`src/hw/rtl/rrs_pkg.sv`:
```
// Shared types and constants for the round-robin scheduler with device wait queues.
`default_nettype none

package rrs_pkg;

  // Default number of processes tracked by the scheduler.
  localparam int unsigned DefNumProcs = 8;

  // Fixed widths of the transaction fields.
  localparam int unsigned OpW    = 2;
  localparam int unsigned ProcW  = 3;
  localparam int unsigned CountW = 4;

  // Highest value of the saturating termination counter.
  localparam logic [CountW-1:0] DoneMax = '1;

  typedef enum logic [OpW-1:0] {
    OP_TICK      = 2'd0,
    OP_IO_DONE   = 2'd1,
    OP_BLOCK     = 2'd2,
    OP_TERMINATE = 2'd3
  } op_e;

  typedef enum logic [1:0] {
    ST_READY   = 2'd0,
    ST_RUNNING = 2'd1,
    ST_BLOCKED = 2'd2,
    ST_DONE    = 2'd3
  } proc_state_e;

  // Requests to one queue in a cycle.
  typedef struct packed {
    logic pop;
    logic push;
  } queue_ctrl_t;

endpackage : rrs_pkg

`default_nettype wire

```
`src/hw/rtl/rrs_ifs.sv`:
```
// Valid/ready channel interfaces for scheduler events and scheduler results.
`default_nettype none

interface rrs_evt_if;
  import rrs_pkg::*;

  logic              valid;
  logic              ready;
  logic [OpW-1:0]    operation;
  logic [ProcW-1:0]  proc;
  logic              device;

  modport source (output valid, output operation, output proc, output device, input ready);
  modport sink   (input valid, input operation, input proc, input device, output ready);
endinterface : rrs_evt_if

interface rrs_res_if;
  import rrs_pkg::*;

  logic               valid;
  logic               ready;
  logic               running_valid;
  logic [ProcW-1:0]   running_proc;
  logic               woken_valid;
  logic [ProcW-1:0]   woken_proc;
  logic [CountW-1:0]  ready_count;
  logic [CountW-1:0]  file_wait_count;
  logic [CountW-1:0]  dir_wait_count;
  logic [CountW-1:0]  done_count;

  modport source (
    output valid, output running_valid, output running_proc, output woken_valid,
    output woken_proc, output ready_count, output file_wait_count, output dir_wait_count,
    output done_count, input ready
  );
  modport sink (
    input valid, input running_valid, input running_proc, input woken_valid,
    input woken_proc, input ready_count, input file_wait_count, input dir_wait_count,
    input done_count, output ready
  );
endinterface : rrs_res_if

`default_nettype wire

```
`src/hw/rtl/rrs_queue.sv`:
```
// Circular FIFO of process indices with same-cycle pop and push.
`default_nettype none

module rrs_queue #(
  parameter int unsigned DEPTH   = rrs_pkg::DefNumProcs,
  parameter bit          PRELOAD = 1'b0
) (
  input  wire logic                         clk_i,
  input  wire logic                         rst_ni,
  input  wire rrs_pkg::queue_ctrl_t         ctrl_i,
  input  wire logic [$clog2(DEPTH)-1:0]     wdata_i,
  output logic      [$clog2(DEPTH)-1:0]     head_o,
  output logic      [$clog2(DEPTH+1)-1:0]   fill_o,
  output logic      [$clog2(DEPTH+1)-1:0]   fill_next_o
);
  import rrs_pkg::*;

  localparam int unsigned IdxW = $clog2(DEPTH);
  localparam int unsigned CntW = $clog2(DEPTH + 1);

  logic [IdxW-1:0] mem_q [DEPTH];
  logic [IdxW-1:0] head_q, head_d;
  logic [CntW-1:0] fill_q, fill_d;
  logic [CntW:0]   tail_sum;
  logic [IdxW-1:0] tail_idx;
  logic            push_ok;

  // A push into a full queue is dropped unless the same cycle frees the head slot.
  assign push_ok = ctrl_i.push && ((fill_q != CntW'(DEPTH)) || ctrl_i.pop);

  always_comb begin
    tail_sum = {1'b0, fill_q} + (CntW + 1)'(head_q);
    if (tail_sum >= (CntW + 1)'(DEPTH)) begin
      tail_sum = tail_sum - (CntW + 1)'(DEPTH);
    end
    tail_idx = IdxW'(tail_sum);
  end

  always_comb begin
    head_d = head_q;
    fill_d = fill_q;
    if (ctrl_i.pop) begin
      head_d = (head_q == IdxW'(DEPTH - 1)) ? '0 : head_q + IdxW'(1);
      fill_d = fill_d - CntW'(1);
    end
    if (push_ok) begin
      fill_d = fill_d + CntW'(1);
    end
  end

  always_ff @(posedge clk_i or negedge rst_ni) begin
    if (!rst_ni) begin
      head_q <= '0;
      fill_q <= PRELOAD ? CntW'(DEPTH - 1) : '0;
    end else begin
      head_q <= head_d;
      fill_q <= fill_d;
    end
  end

  if (PRELOAD) begin : g_preload
    // The queue starts out holding processes 1 through DEPTH-1 in order.
    always_ff @(posedge clk_i or negedge rst_ni) begin
      if (!rst_ni) begin
        for (int unsigned i = 0; i < DEPTH; i++) begin
          mem_q[i] <= (i + 1 < DEPTH) ? IdxW'(i + 1) : '0;
        end
      end else if (push_ok) begin
        mem_q[tail_idx] <= wdata_i;
      end
    end
  end else begin : g_plain
    always_ff @(posedge clk_i) begin
      if (push_ok) begin
        mem_q[tail_idx] <= wdata_i;
      end
    end
  end

  assign head_o      = mem_q[head_q];
  assign fill_o      = fill_q;
  assign fill_next_o = fill_d;

endmodule : rrs_queue

`default_nettype wire

```
`src/hw/rtl/round_robin_scheduler_with_io_queues.sv`:
```
// Top level of the round-robin process scheduler with file and directory wait queues.
//
//   Channel  Dir  Payload                                           Accepted when
//   -------  ---  ------------------------------------------------  -------------------
//   evt_i    in   operation, proc, device                           valid && ready
//   res_o    out  running and woken process, queue and done counts  valid && ready
//
// Every event transaction produces exactly one result transaction.
// An event is captured in an input register, applied to the scheduler state by a
// single pass of combinational logic once the output register can take it, and its
// result is captured in the output register: one event per cycle while results drain.
// The output register only advances when it is empty or being drained, so a stalled
// result holds the input register, and the input register is refilled in the same
// cycle it is applied. Reset puts process 0 in the running state and queues the rest.
`default_nettype none

module round_robin_scheduler_with_io_queues #(
  parameter int unsigned NUM_PROCS = rrs_pkg::DefNumProcs
) (
  input  wire logic clk_i,
  input  wire logic rst_ni,
  rrs_evt_if.sink   evt_i,
  rrs_res_if.source res_o
);
  import rrs_pkg::*;

  localparam int unsigned IdxW = $clog2(NUM_PROCS);
  localparam int unsigned CntW = $clog2(NUM_PROCS + 1);

  // Input register.
  logic             in_valid_q;
  logic [OpW-1:0]   op_q;
  logic [ProcW-1:0] proc_q;
  logic             dev_q;
  logic             advance;

  // Scheduler state.
  proc_state_e      status_q [NUM_PROCS];
  proc_state_e      status_d [NUM_PROCS];
  logic             cur_valid_q, cur_valid_d;
  logic [IdxW-1:0]  cur_q, cur_d;
  logic [CountW-1:0] done_q, done_d;

  // Queue connections.
  queue_ctrl_t      rq_ctrl, fq_ctrl, dq_ctrl;
  logic [IdxW-1:0]  rq_wdata, wq_wdata;
  logic [IdxW-1:0]  rq_head, fq_head, dq_head;
  logic [CntW-1:0]  rq_fill, fq_fill, dq_fill;
  logic [CntW-1:0]  rq_fill_nx, fq_fill_nx, dq_fill_nx;

  // Per-event working values.
  logic [IdxW-1:0]  p_idx;
  logic             p_ok;
  logic             do_switch;
  logic             woke;
  logic [IdxW-1:0]  woken;
  logic [IdxW-1:0]  nxt;

  // Output register.
  logic               out_valid_q;
  logic               run_v_q, woke_v_q;
  logic [ProcW-1:0]   run_p_q, woke_p_q;
  logic [CountW-1:0]  rcnt_q, fcnt_q, dcnt_q, done_cnt_q;

  // The stored event is applied when the result register can take its result.
  assign advance     = in_valid_q && (!out_valid_q || res_o.ready);
  assign evt_i.ready = !in_valid_q || advance;

  always_ff @(posedge clk_i or negedge rst_ni) begin
    if (!rst_ni) begin
      in_valid_q <= 1'b0;
    end else if (evt_i.ready) begin
      in_valid_q <= evt_i.valid;
    end
  end

  always_ff @(posedge clk_i) begin
    if (evt_i.valid && evt_i.ready) begin
      op_q   <= evt_i.operation;
      proc_q <= evt_i.proc;
      dev_q  <= evt_i.device;
    end
  end

  // Process indices beyond the configured count are ignored by block and terminate.
  assign p_idx = IdxW'(proc_q);
  assign p_ok  = 32'(proc_q) < NUM_PROCS;

  rrs_queue #(.DEPTH(NUM_PROCS), .PRELOAD(1'b1)) u_ready_q (
    .clk_i, .rst_ni,
    .ctrl_i      (rq_ctrl),
    .wdata_i     (rq_wdata),
    .head_o      (rq_head),
    .fill_o      (rq_fill),
    .fill_next_o (rq_fill_nx)
  );

  rrs_queue #(.DEPTH(NUM_PROCS), .PRELOAD(1'b0)) u_file_q (
    .clk_i, .rst_ni,
    .ctrl_i      (fq_ctrl),
    .wdata_i     (wq_wdata),
    .head_o      (fq_head),
    .fill_o      (fq_fill),
    .fill_next_o (fq_fill_nx)
  );

  rrs_queue #(.DEPTH(NUM_PROCS), .PRELOAD(1'b0)) u_dir_q (
    .clk_i, .rst_ni,
    .ctrl_i      (dq_ctrl),
    .wdata_i     (wq_wdata),
    .head_o      (dq_head),
    .fill_o      (dq_fill),
    .fill_next_o (dq_fill_nx)
  );

  // Event handling. The statements are ordered so that later steps see the effect of
  // earlier ones, e.g. a terminate marks the process done before the switch looks at it.
  always_comb begin
    status_d    = status_q;
    cur_valid_d = cur_valid_q;
    cur_d       = cur_q;
    done_d      = done_q;
    rq_ctrl     = '0;
    fq_ctrl     = '0;
    dq_ctrl     = '0;
    rq_wdata    = '0;
    wq_wdata    = p_idx;
    do_switch   = 1'b0;
    woke        = 1'b0;
    woken       = '0;
    nxt         = '0;

    if (advance) begin
      unique case (op_e'(op_q))
        OP_TICK: begin
          do_switch = 1'b1;
        end
        OP_IO_DONE: begin
          // The head of the device queue is made ready whatever its status.
          if (dev_q && (dq_fill != '0)) begin
            dq_ctrl.pop = 1'b1;
            woken       = (32'(dq_head) < NUM_PROCS) ? dq_head : '0;
            woke        = 1'b1;
          end else if (!dev_q && (fq_fill != '0)) begin
            fq_ctrl.pop = 1'b1;
            woken       = (32'(fq_head) < NUM_PROCS) ? fq_head : '0;
            woke        = 1'b1;
          end
          if (woke) begin
            status_d[woken] = ST_READY;
            rq_ctrl.push    = 1'b1;
            rq_wdata        = woken;
          end
        end
        OP_BLOCK: begin
          if (p_ok) begin
            status_d[p_idx] = ST_BLOCKED;
            if (dev_q) begin
              dq_ctrl.push = 1'b1;
            end else begin
              fq_ctrl.push = 1'b1;
            end
            if (cur_valid_q && (cur_q == p_idx)) begin
              cur_valid_d = 1'b0;
            end
          end
        end
        OP_TERMINATE: begin
          if (p_ok && (status_q[p_idx] != ST_DONE)) begin
            status_d[p_idx] = ST_DONE;
            if (cur_valid_q && (cur_q == p_idx)) begin
              cur_valid_d = 1'b0;
            end
            if (done_q != DoneMax) begin
              done_d = done_q + CountW'(1);
            end
            do_switch = 1'b1;
          end
        end
        default: ;
      endcase
    end

    // Context switch: pop the ready head, requeue a still-running process, and run the
    // popped one only if it is still ready; a stale entry leaves nothing running.
    if (do_switch && (rq_fill != '0)) begin
      rq_ctrl.pop = 1'b1;
      nxt         = (32'(rq_head) < NUM_PROCS) ? rq_head : '0;
      if (cur_valid_d && (status_d[cur_d] == ST_RUNNING)) begin
        status_d[cur_d] = ST_READY;
        rq_ctrl.push    = 1'b1;
        rq_wdata        = cur_d;
      end
      if (status_d[nxt] == ST_READY) begin
        status_d[nxt] = ST_RUNNING;
        cur_valid_d   = 1'b1;
        cur_d         = nxt;
      end else begin
        cur_valid_d = 1'b0;
      end
    end
  end

  always_ff @(posedge clk_i or negedge rst_ni) begin
    if (!rst_ni) begin
      for (int unsigned i = 0; i < NUM_PROCS; i++) begin
        status_q[i] <= (i == 0) ? ST_RUNNING : ST_READY;
      end
      cur_valid_q <= 1'b1;
      cur_q       <= '0;
      done_q      <= '0;
    end else begin
      status_q    <= status_d;
      cur_valid_q <= cur_valid_d;
      cur_q       <= cur_d;
      done_q      <= done_d;
    end
  end

  // Result register: the result reflects the state after the event.
  always_ff @(posedge clk_i or negedge rst_ni) begin
    if (!rst_ni) begin
      out_valid_q <= 1'b0;
    end else if (advance) begin
      out_valid_q <= 1'b1;
    end else if (res_o.ready) begin
      out_valid_q <= 1'b0;
    end
  end

  always_ff @(posedge clk_i) begin
    if (advance) begin
      run_v_q    <= cur_valid_d;
      run_p_q    <= cur_valid_d ? ProcW'(cur_d) : '0;
      woke_v_q   <= woke;
      woke_p_q   <= woke ? ProcW'(woken) : '0;
      rcnt_q     <= CountW'(rq_fill_nx);
      fcnt_q     <= CountW'(fq_fill_nx);
      dcnt_q     <= CountW'(dq_fill_nx);
      done_cnt_q <= done_d;
    end
  end

  assign res_o.valid           = out_valid_q;
  assign res_o.running_valid   = run_v_q;
  assign res_o.running_proc    = run_p_q;
  assign res_o.woken_valid     = woke_v_q;
  assign res_o.woken_proc      = woke_p_q;
  assign res_o.ready_count     = rcnt_q;
  assign res_o.file_wait_count = fcnt_q;
  assign res_o.dir_wait_count  = dcnt_q;
  assign res_o.done_count      = done_cnt_q;

  // A queue is never popped while empty.
  a_no_pop_empty : assert property (@(posedge clk_i) disable iff (!rst_ni)
    (rq_ctrl.pop |-> rq_fill != '0) and (fq_ctrl.pop |-> fq_fill != '0) and
    (dq_ctrl.pop |-> dq_fill != '0))
    else $error("queue popped while empty");

  // An applied event always leaves a result in the output register.
  a_result_follows : assert property (@(posedge clk_i) disable iff (!rst_ni)
    advance |=> out_valid_q)
    else $error("applied event produced no result");

  // Only an io completion can wake a process.
  a_wake_only_io : assert property (@(posedge clk_i) disable iff (!rst_ni)
    (advance && (op_q != OP_IO_DONE)) |-> !woke)
    else $error("process woken by an event other than io completion");

  // The termination counter never goes down.
  a_done_monotonic : assert property (@(posedge clk_i) disable iff (!rst_ni)
    done_q >= $past(done_q))
    else $error("termination count decreased");

endmodule : round_robin_scheduler_with_io_queues

`default_nettype wire
```
`src/flat_wrapper.sv`:
```
// flat-port wrapper written by rule: the top's interface ports become plain ports
module round_robin_scheduler_with_io_queues_flat import rrs_pkg::*;
#(
  parameter int unsigned NUM_PROCS = rrs_pkg::DefNumProcs
)
  (clk_i, rst_ni, evt_i_valid, evt_i_operation, evt_i_proc, evt_i_device, evt_i_ready, res_o_valid, res_o_running_valid, res_o_running_proc, res_o_woken_valid, res_o_woken_proc, res_o_ready_count, res_o_file_wait_count, res_o_dir_wait_count, res_o_done_count, res_o_ready);
  rrs_evt_if evt_i_i ();
  rrs_res_if res_o_i ();
  input  wire logic clk_i;
  input  wire logic rst_ni;
  input wire logic [$bits(evt_i_i.valid)-1:0] evt_i_valid;
  input wire logic [$bits(evt_i_i.operation)-1:0] evt_i_operation;
  input wire logic [$bits(evt_i_i.proc)-1:0] evt_i_proc;
  input wire logic [$bits(evt_i_i.device)-1:0] evt_i_device;
  output wire logic [$bits(evt_i_i.ready)-1:0] evt_i_ready;
  output wire logic [$bits(res_o_i.valid)-1:0] res_o_valid;
  output wire logic [$bits(res_o_i.running_valid)-1:0] res_o_running_valid;
  output wire logic [$bits(res_o_i.running_proc)-1:0] res_o_running_proc;
  output wire logic [$bits(res_o_i.woken_valid)-1:0] res_o_woken_valid;
  output wire logic [$bits(res_o_i.woken_proc)-1:0] res_o_woken_proc;
  output wire logic [$bits(res_o_i.ready_count)-1:0] res_o_ready_count;
  output wire logic [$bits(res_o_i.file_wait_count)-1:0] res_o_file_wait_count;
  output wire logic [$bits(res_o_i.dir_wait_count)-1:0] res_o_dir_wait_count;
  output wire logic [$bits(res_o_i.done_count)-1:0] res_o_done_count;
  input wire logic [$bits(res_o_i.ready)-1:0] res_o_ready;
  assign evt_i_i.valid = evt_i_valid;
  assign evt_i_i.operation = evt_i_operation;
  assign evt_i_i.proc = evt_i_proc;
  assign evt_i_i.device = evt_i_device;
  assign evt_i_ready = evt_i_i.ready;
  assign res_o_valid = res_o_i.valid;
  assign res_o_running_valid = res_o_i.running_valid;
  assign res_o_running_proc = res_o_i.running_proc;
  assign res_o_woken_valid = res_o_i.woken_valid;
  assign res_o_woken_proc = res_o_i.woken_proc;
  assign res_o_ready_count = res_o_i.ready_count;
  assign res_o_file_wait_count = res_o_i.file_wait_count;
  assign res_o_dir_wait_count = res_o_i.dir_wait_count;
  assign res_o_done_count = res_o_i.done_count;
  assign res_o_i.ready = res_o_ready;
  round_robin_scheduler_with_io_queues #(.NUM_PROCS(NUM_PROCS)) u_core (.clk_i(clk_i), .rst_ni(rst_ni), .evt_i(evt_i_i), .res_o(res_o_i));
endmodule
```
`config.mk`:
```
export PLATFORM = sky130hd
export DESIGN_NAME = round_robin_scheduler_with_io_queues_flat
export DESIGN_NICKNAME = d
export VERILOG_FILES = /design/src/hw/rtl/rrs_pkg.sv /design/src/hw/rtl/rrs_ifs.sv /design/src/hw/rtl/rrs_queue.sv /design/src/hw/rtl/round_robin_scheduler_with_io_queues.sv /design/src/flat_wrapper.sv
export SDC_FILE = /design/constraint.sdc
export NUM_CORES = 1
export LEC_CHECK = 0
export ABC_AREA = 1
export BUFFER_PORTS_ARGS = -buffer_cell sky130_fd_sc_hd__buf_4
export CORE_ASPECT_RATIO = 0.8
export CORE_MARGIN = 2
export CORE_UTILIZATION = 45
export DETAILED_ROUTE_END_ITERATION = 7
export GPL_TIMING_DRIVEN = 0
export PLACE_DENSITY = 0.66
export SKIP_LAST_GASP = 1
export SLEW_MARGIN = 20
export SYNTH_ARGS = -nofsm -noshare
export SYNTH_HDL_FRONTEND = slang
export SYNTH_HIERARCHICAL = 1
export SYNTH_SLANG_ARGS = --single-unit
```
`constraint.sdc`:
```
create_clock -name clk_i -period 5.4 [get_ports clk_i]
set_clock_uncertainty 0.1 [all_clocks]
set_input_delay 1.08 -clock clk_i [delete_from_list [all_inputs] [get_ports clk_i]]
set_output_delay 1.08 -clock clk_i [all_outputs]
set_load 0.02 [all_outputs]
```
# Word-level counts from Yosys, hierarchy flattened
# Memories as Yosys holds them, arrays and structs flattened.
# Cells that the tools add are included.
[totals]
register_bits = 101
ramBits = 48
inputBits = 10
output_inout_bits = 26
wordCells = 224
n_memories = 2
[mem_list]
columns = ["name", "depth", "width", "rd", "rd_ports_with_merged_regs", "write_ports", "line", "rtl"]
rows = [
  ["u_core.u_dir_q.mem_q", 8, 3, 1, 0, 1, "rrs_queue.sv:21", "logic [IdxW-1:0] mem_q [DEPTH];"],
  ["u_core.u_file_q.mem_q", 8, 3, 1, 0, 1, "rrs_queue.sv:21", ""],
]
[op_classes]
addsub = 16
magnitude_cmp = 14
n_eq_ne = 13
mux = 94
bitwise = 17
reduce_logical = 30
[ops]
columns = ["operator", "count"]
rows = [
  ["$mux W16", 7],
  ["$mux W3", 20],
  ["$pmux W16 S3", 1],
  ["$mux W4", 10],
  ["$and A16 B16 Y16", 2],
  ["$not A16 Y16", 2],
  ["$mux W1", 31],
  ["$mux W2", 13],
  ["$bwmux W24", 1],
  ["$demux W2 S3", 4],
  ["$ge A4 B4 Y1 const B", 6],
  ["$not A3 Y4", 6],
  ["$lt A4 B1 Y1 const B", 5],
  ["$bmux W2 S3", 3],
  ["$add A4 B1 Y4 const B", 4],
  ["$and A8 B8 Y8", 2],
  ["$ne A4 B4 Y1 const B", 4],
  ["$not A8 Y8", 2],
  ["$or A16 B16 Y16", 1],
  ["$or A8 B8 Y8", 2],
  ["$add A4 B3 Y5", 3],
  ["$ge A5 B4 Y1 const B", 3],
  ["$logic_and A1 B1 Y1", 15],
  ["$reduce_bool A4 Y1", 3],
  ["other kinds (16)", 34],
]

# Logic depth before layout (Yosys ltp)
[depth]
depth_word = 29
mapped_depth = 30
ltp_nobuf = 28

# By module
# Netlist, hierarchy kept.
[modules_own_cells]
columns = ["module", "instances", "cells_per_inst", "area_per_inst_um2", "seq_area_each_um2"]
rows = [
  ["round_robin_scheduler_with_io_queues", 1, 485, 3588.4, 1554.0],
  ["rrs_queue (u_core.u_dir_q ...)", 2, 169, 1541.5, 895.9],
  ["rrs_queue (u_core.u_ready_q)", 1, 231, 1885.6, 794.5],
]

# Worst setup path before layout
# No wires, ideal clock.
[synth_path]
path_type = "input-to-reg"
from = "input res_o_ready"
to = "register u_core.rcnt_q[3] (netlist: u_core/res_o.ready_count[3]) (data pin)"
setup_time_ns = 0.257
t_arrival_ns = 3.276
required_ns = 5.043
path_slack_ns = 1.767
path_stages = 21
path_buffers = 0
path_cell_list = "inv_2 > nand2_2 > nand2_2 > nor2_4 > clkinv_1 > nor3_1 > nand2_2 > nand2_1 > nand2_2 > nand2_1 > nand2_1 > nor2_1 > nand2_1 > nor2_4 > nand4_1 > nand2_1 > nand2_4 > nor2_1 > nand2_1 > nand2_1 > nand2_1"
[synth_lines]
columns = ["item", "line", "rtl"]
rows = [
  ["start: declaration", "flat_wrapper.sv:25", "input wire logic [$bits(res_o_i.ready)-1:0] res_o_ready;"],
  ["end signal: assignment", "round_robin_scheduler_with_io_queues.sv:237", "rcnt_q <= CountW'(rq_fill_nx);"],
  ["end: declaration", "round_robin_scheduler_with_io_queues.sv:63", "logic [CountW-1:0] rcnt_q, fcnt_q, dcnt_q, done_cnt_q;"],
]

==> reports/qor.txt <==
WHS: 0.361 ns
DP Wirelength: 14.9 mm
R2r endpoint: u_core/res_o.ready_count[3]$_DFFE_PP_
Final Worst Setup Slack: 0.809 ns
Tightest Pin Transition: 1.06 ns
Max Root-Sink Buffers: 2
Top cells by area, synth: edfxtp_1 27%, dfrtp_1 16%, nand2_1 12%
Die area: 20100 sq um
Layout cells sized above 1: 14.6%
RSZ-0062 raised after global routing: no
FF-to-FF Start: u_core/u_dir_q/head_q[0]$_DFFE_PN0P_
Pre-CTS setup slack: 0.655 ns
Gate power share: 46.5%
Tmin final: 4.59 ns
P_leak: 0.00444 uW
Critical path launch point type: flip-flop
Post-synth top area share: 27.4%
P_sw: 2460 uW
Diode count: 0
Dpl cells: 1347
Antenna violations before repair: 0
Overall routing resource usage: 22.1%
Die height: 127 microns
Resize count post-CTS: 0
Clock sink count: 149
Post-CTS setup buffer count: 0
HP Class: flip-flop to flip-flop
Worst vdd ir: 0.265 mV
CTS tree: yes
CTS Buf Count: 17
Crit. End Element: flip-flop
Multi-input logic area: 3680 sq um
Main synth FF type: edfxtp_1
Crit Path Category: flip-flop to flip-flop
Relative slew slack: 29.0%
Via density: 5.26
Vias in the first global route: 6761
Synth Register Bits: 149
Status: finished clean
Post-Synthesis Cell Area: 8560 sq um
Number of fill cells: 1787
Setup TNS: 0 ns
Part of the power in registers: 32.7%
Largest net degree at the start of global routing: 72
Via count: 7253
Row Count: 45
Worst min-delay path startpoint: u_core/u_ready_q/mem_q[16]$_DFFE_PN1P_
Initial DRC count: 664
Hold worst-path end: u_core/u_ready_q/mem_q[16]$_DFFE_PN1P_
Max-slew violation count: 0
First drt pass iteration count: 6
Max Clock Freq: 218 MHz
Routed WL: 20.9 mm
I/O pins: 36
Starting density of the core: 45.5%
Later-pin clock latency in the skew report: 0.43 ns
WL/cell: 15.2 microns
Worst setup startpoint: u_core/u_dir_q/head_q[0]$_DFFE_PN0P_
Area growth from synthesis to layout: 13.3%
Async S/R FF share, synth: 47.7%
Worst reg-to-reg setup slack: 0.81 ns
Sw Share: 45.2%
R2R depth: 22
Ys Warns: 6
Req. time, crit path: 5.48 ns
Core Area: 18800 sq um
Post-synth EDFFs: 78
Final number of hold-violating endpoints: 0
Port buffer count: 35
Overflow after GRT: 0
Worst Path Arrival: 4.67 ns
Crit share post-route: 85.0%
Total of max-cap violations: 0
Syn_area_per_cell: 8.12 sq um
First-pass GRT wire length: 34.4 mm
Finished Layout Cells: 1379
Root Buffer: clkbuf_16
Hold Path Depth: 2
Final ANT Viol Nets: 0
Post-synth top area cell: edfxtp_1
H-tree depth: 4
Sequential area share after synthesis: 48.4%
Post-CTS Hold Buffers: 0
GPL Wtd Cong: 0.950
P_int: 2980 uW
Die width: 158 microns
Clock Power Share: 20.8%
PD cells: 560 nW/um^2
Critical-path maximum fanout: 10
Clk slew on worst S/H paths: 0.07 ns
Nets: 1144
Reg area: 4140 sq um
Count of cell types in the netlist: 46
Final Setup Violations: 0
Drt drc: 0
Syn nets: 1090
Synth Instances: 1054
[sequential cells by signal, indices dropped and copies added, names as in the netlist, 16 cells and up]
register and count:
u_core/u_dir_q/mem_q 24, u_core/u_file_q/mem_q 24, u_core/u_ready_q/mem_q 24, u_core/status_q 16
[area by class of cell]
class / instances / area share [%]
clock buffer: 19 / 4.46
sequential: 149 / 42.7
buffer: 33 / 2.44
timing repair buffer: 35 / 2.71
tap: 258 / 3.33
multi-input combinational: 740 / 38.0
clock inverter: 13 / 1.28
inverter: 132 / 5.11
[layout by cell type (no fill, tap or decap), drive strengths merged, types with 2 or more instances in the layout]
master / synthesis / final
or2: 6 / 6
o21ai: 72 / 72
fa: 3 / 3
a21boi: 3 / 3
dfrtp: 54 / 54
a21oi: 17 / 17
o31ai: 2 / 2
nand2: 291 / 291
o21bai: 4 / 4
ha: 23 / 23
inv: 131 / 135
clkinvlp: 0 / 4
clkinv: 1 / 5
clkbuf: 4 / 23
edfxtp: 78 / 78
o22ai: 16 / 16
nand4: 39 / 39
xor2: 2 / 2
nand3: 82 / 82
dfstp: 17 / 17
xnor2: 3 / 3
nor3: 20 / 20
nor2: 148 / 148
buf: 29 / 64
[synth_stat cells (2+ instances only)]
cell type	number
dfrtp_1	54
o21bai_1	4
fa_1	3
nor2_2	3
or2_4	2
buf_2	13
clkbuf_2	2
a21boi_0	3
nor3_1	20
o22ai_1	16
o21ai_0	41
nor2_8	2
a21oi_1	17
buf_6	6
nor2_1	140
nand3_1	80
nand2_1	272
clkbuf_1	2
buf_8	2
edfxtp_1	78
nand2_2	14
nand4_1	39
o21ai_1	31
nor2_4	3
nand3_2	2
ha_1	23
dfstp_2	17
nand2_4	5
buf_4	7
o31ai_1	2
or2_2	4
inv_2	16
xor2_1	2
inv_1	115
xnor2_1	3
[cells by family (layout without fill, tap and decap cells)]
logic type | count (synthesis) | count (layout) | synth area share, %
xor gates and xnor gates | 5 | 5 | 0.512
and+or+nand+nor | 589 | 589 | 30.5
DFF | 149 | 149 | 48.4
adders and majority gates | 26 | 26 | 4.06
AOI/OAI and AO/OA | 118 | 118 | 7.74
buffers and inverters | 165 | 232 | 8.55
muxes | 2 | 2 | 0.249
[how the worst max path moves through the flow]
stage / to / slack [ns]
finish: u_core/res_o.ready_count[3]$_DFFE_PP_ / 0.81
global route: u_core/res_o.ready_count[3]$_DFFE_PP_ / 0.39
CTS: u_core/res_o.ready_count[3]$_DFFE_PP_ / 0.89
detailed placement: u_core/res_o.ready_count[3]$_DFFE_PP_ / 0.66
global placement: u_core/res_o.ready_count[3]$_DFFE_PP_ / 0.75
floorplan: u_core/res_o.ready_count[3]$_DFFE_PP_ / 1.77
[worst max-delay path, stage by stage (launching register included)]
cell,delay (ns)
dfrtp_1,0.49
inv_2,0.09
buf_2,0.20
o21ai_1,0.19
o21ai_1,0.11
nand2_1,0.07
nand2_1,0.05
nand3_1,0.10
nand2_1,0.15
inv_1,0.16
nand3_1,0.11
nand3_1,0.09
nand3_1,0.07
o21ai_0,0.27
nor2_1,0.08
nor2_1,0.51
nand4_1,0.54
nand2_1,0.38
nand2_4,0.15
nor2_1,0.19
nand2_1,0.08
nand2_1,0.06
nand2_1,0.06
[routing by layer]
metal  vias to the layer above  routed length (microns)  GRT usage [%]  share of wire, %
met3                        50                     1600           5.80               7.6
li1                       3564                        -              -                 -
met2                       281                     9000           32.6                43
met5                         -                        0              0                 0
met1                      3358                     9810           31.7                47
met4                         0                      544           7.68               2.6
[power groups by stage]
| stage | logic, uW | clock network, uW | registers, uW |
|---|---|---|---|
| 2_1_floorplan | 1840 | 0 | 1770 |
| 3_3_place_gp | 2430 | 0 | 1790 |
| 3_5_place_dp | 2480 | 0 | 1790 |
| 4_1_cts | 2500 | 1160 | 1770 |
| 5_1_grt | 2860 | 1200 | 1820 |
| 6_report | 2530 | 1130 | 1780 |
[stage by stage]
| stage | utilization, % | instance area (sq um) | total power [uW] |
|---|---|---|---|
| floorplan | - | 8560 | 3600 |
| global placement | 48.6 | 9140 | 4210 |
| detailed placement | 48.6 | 9140 | 4260 |
| CTS | 51.6 | 9700 | 5430 |
| global route | 51.6 | 9700 | 5880 |
| finish | 51.6 | 9700 | 5440 |
(Power assumes the default switching activity.)
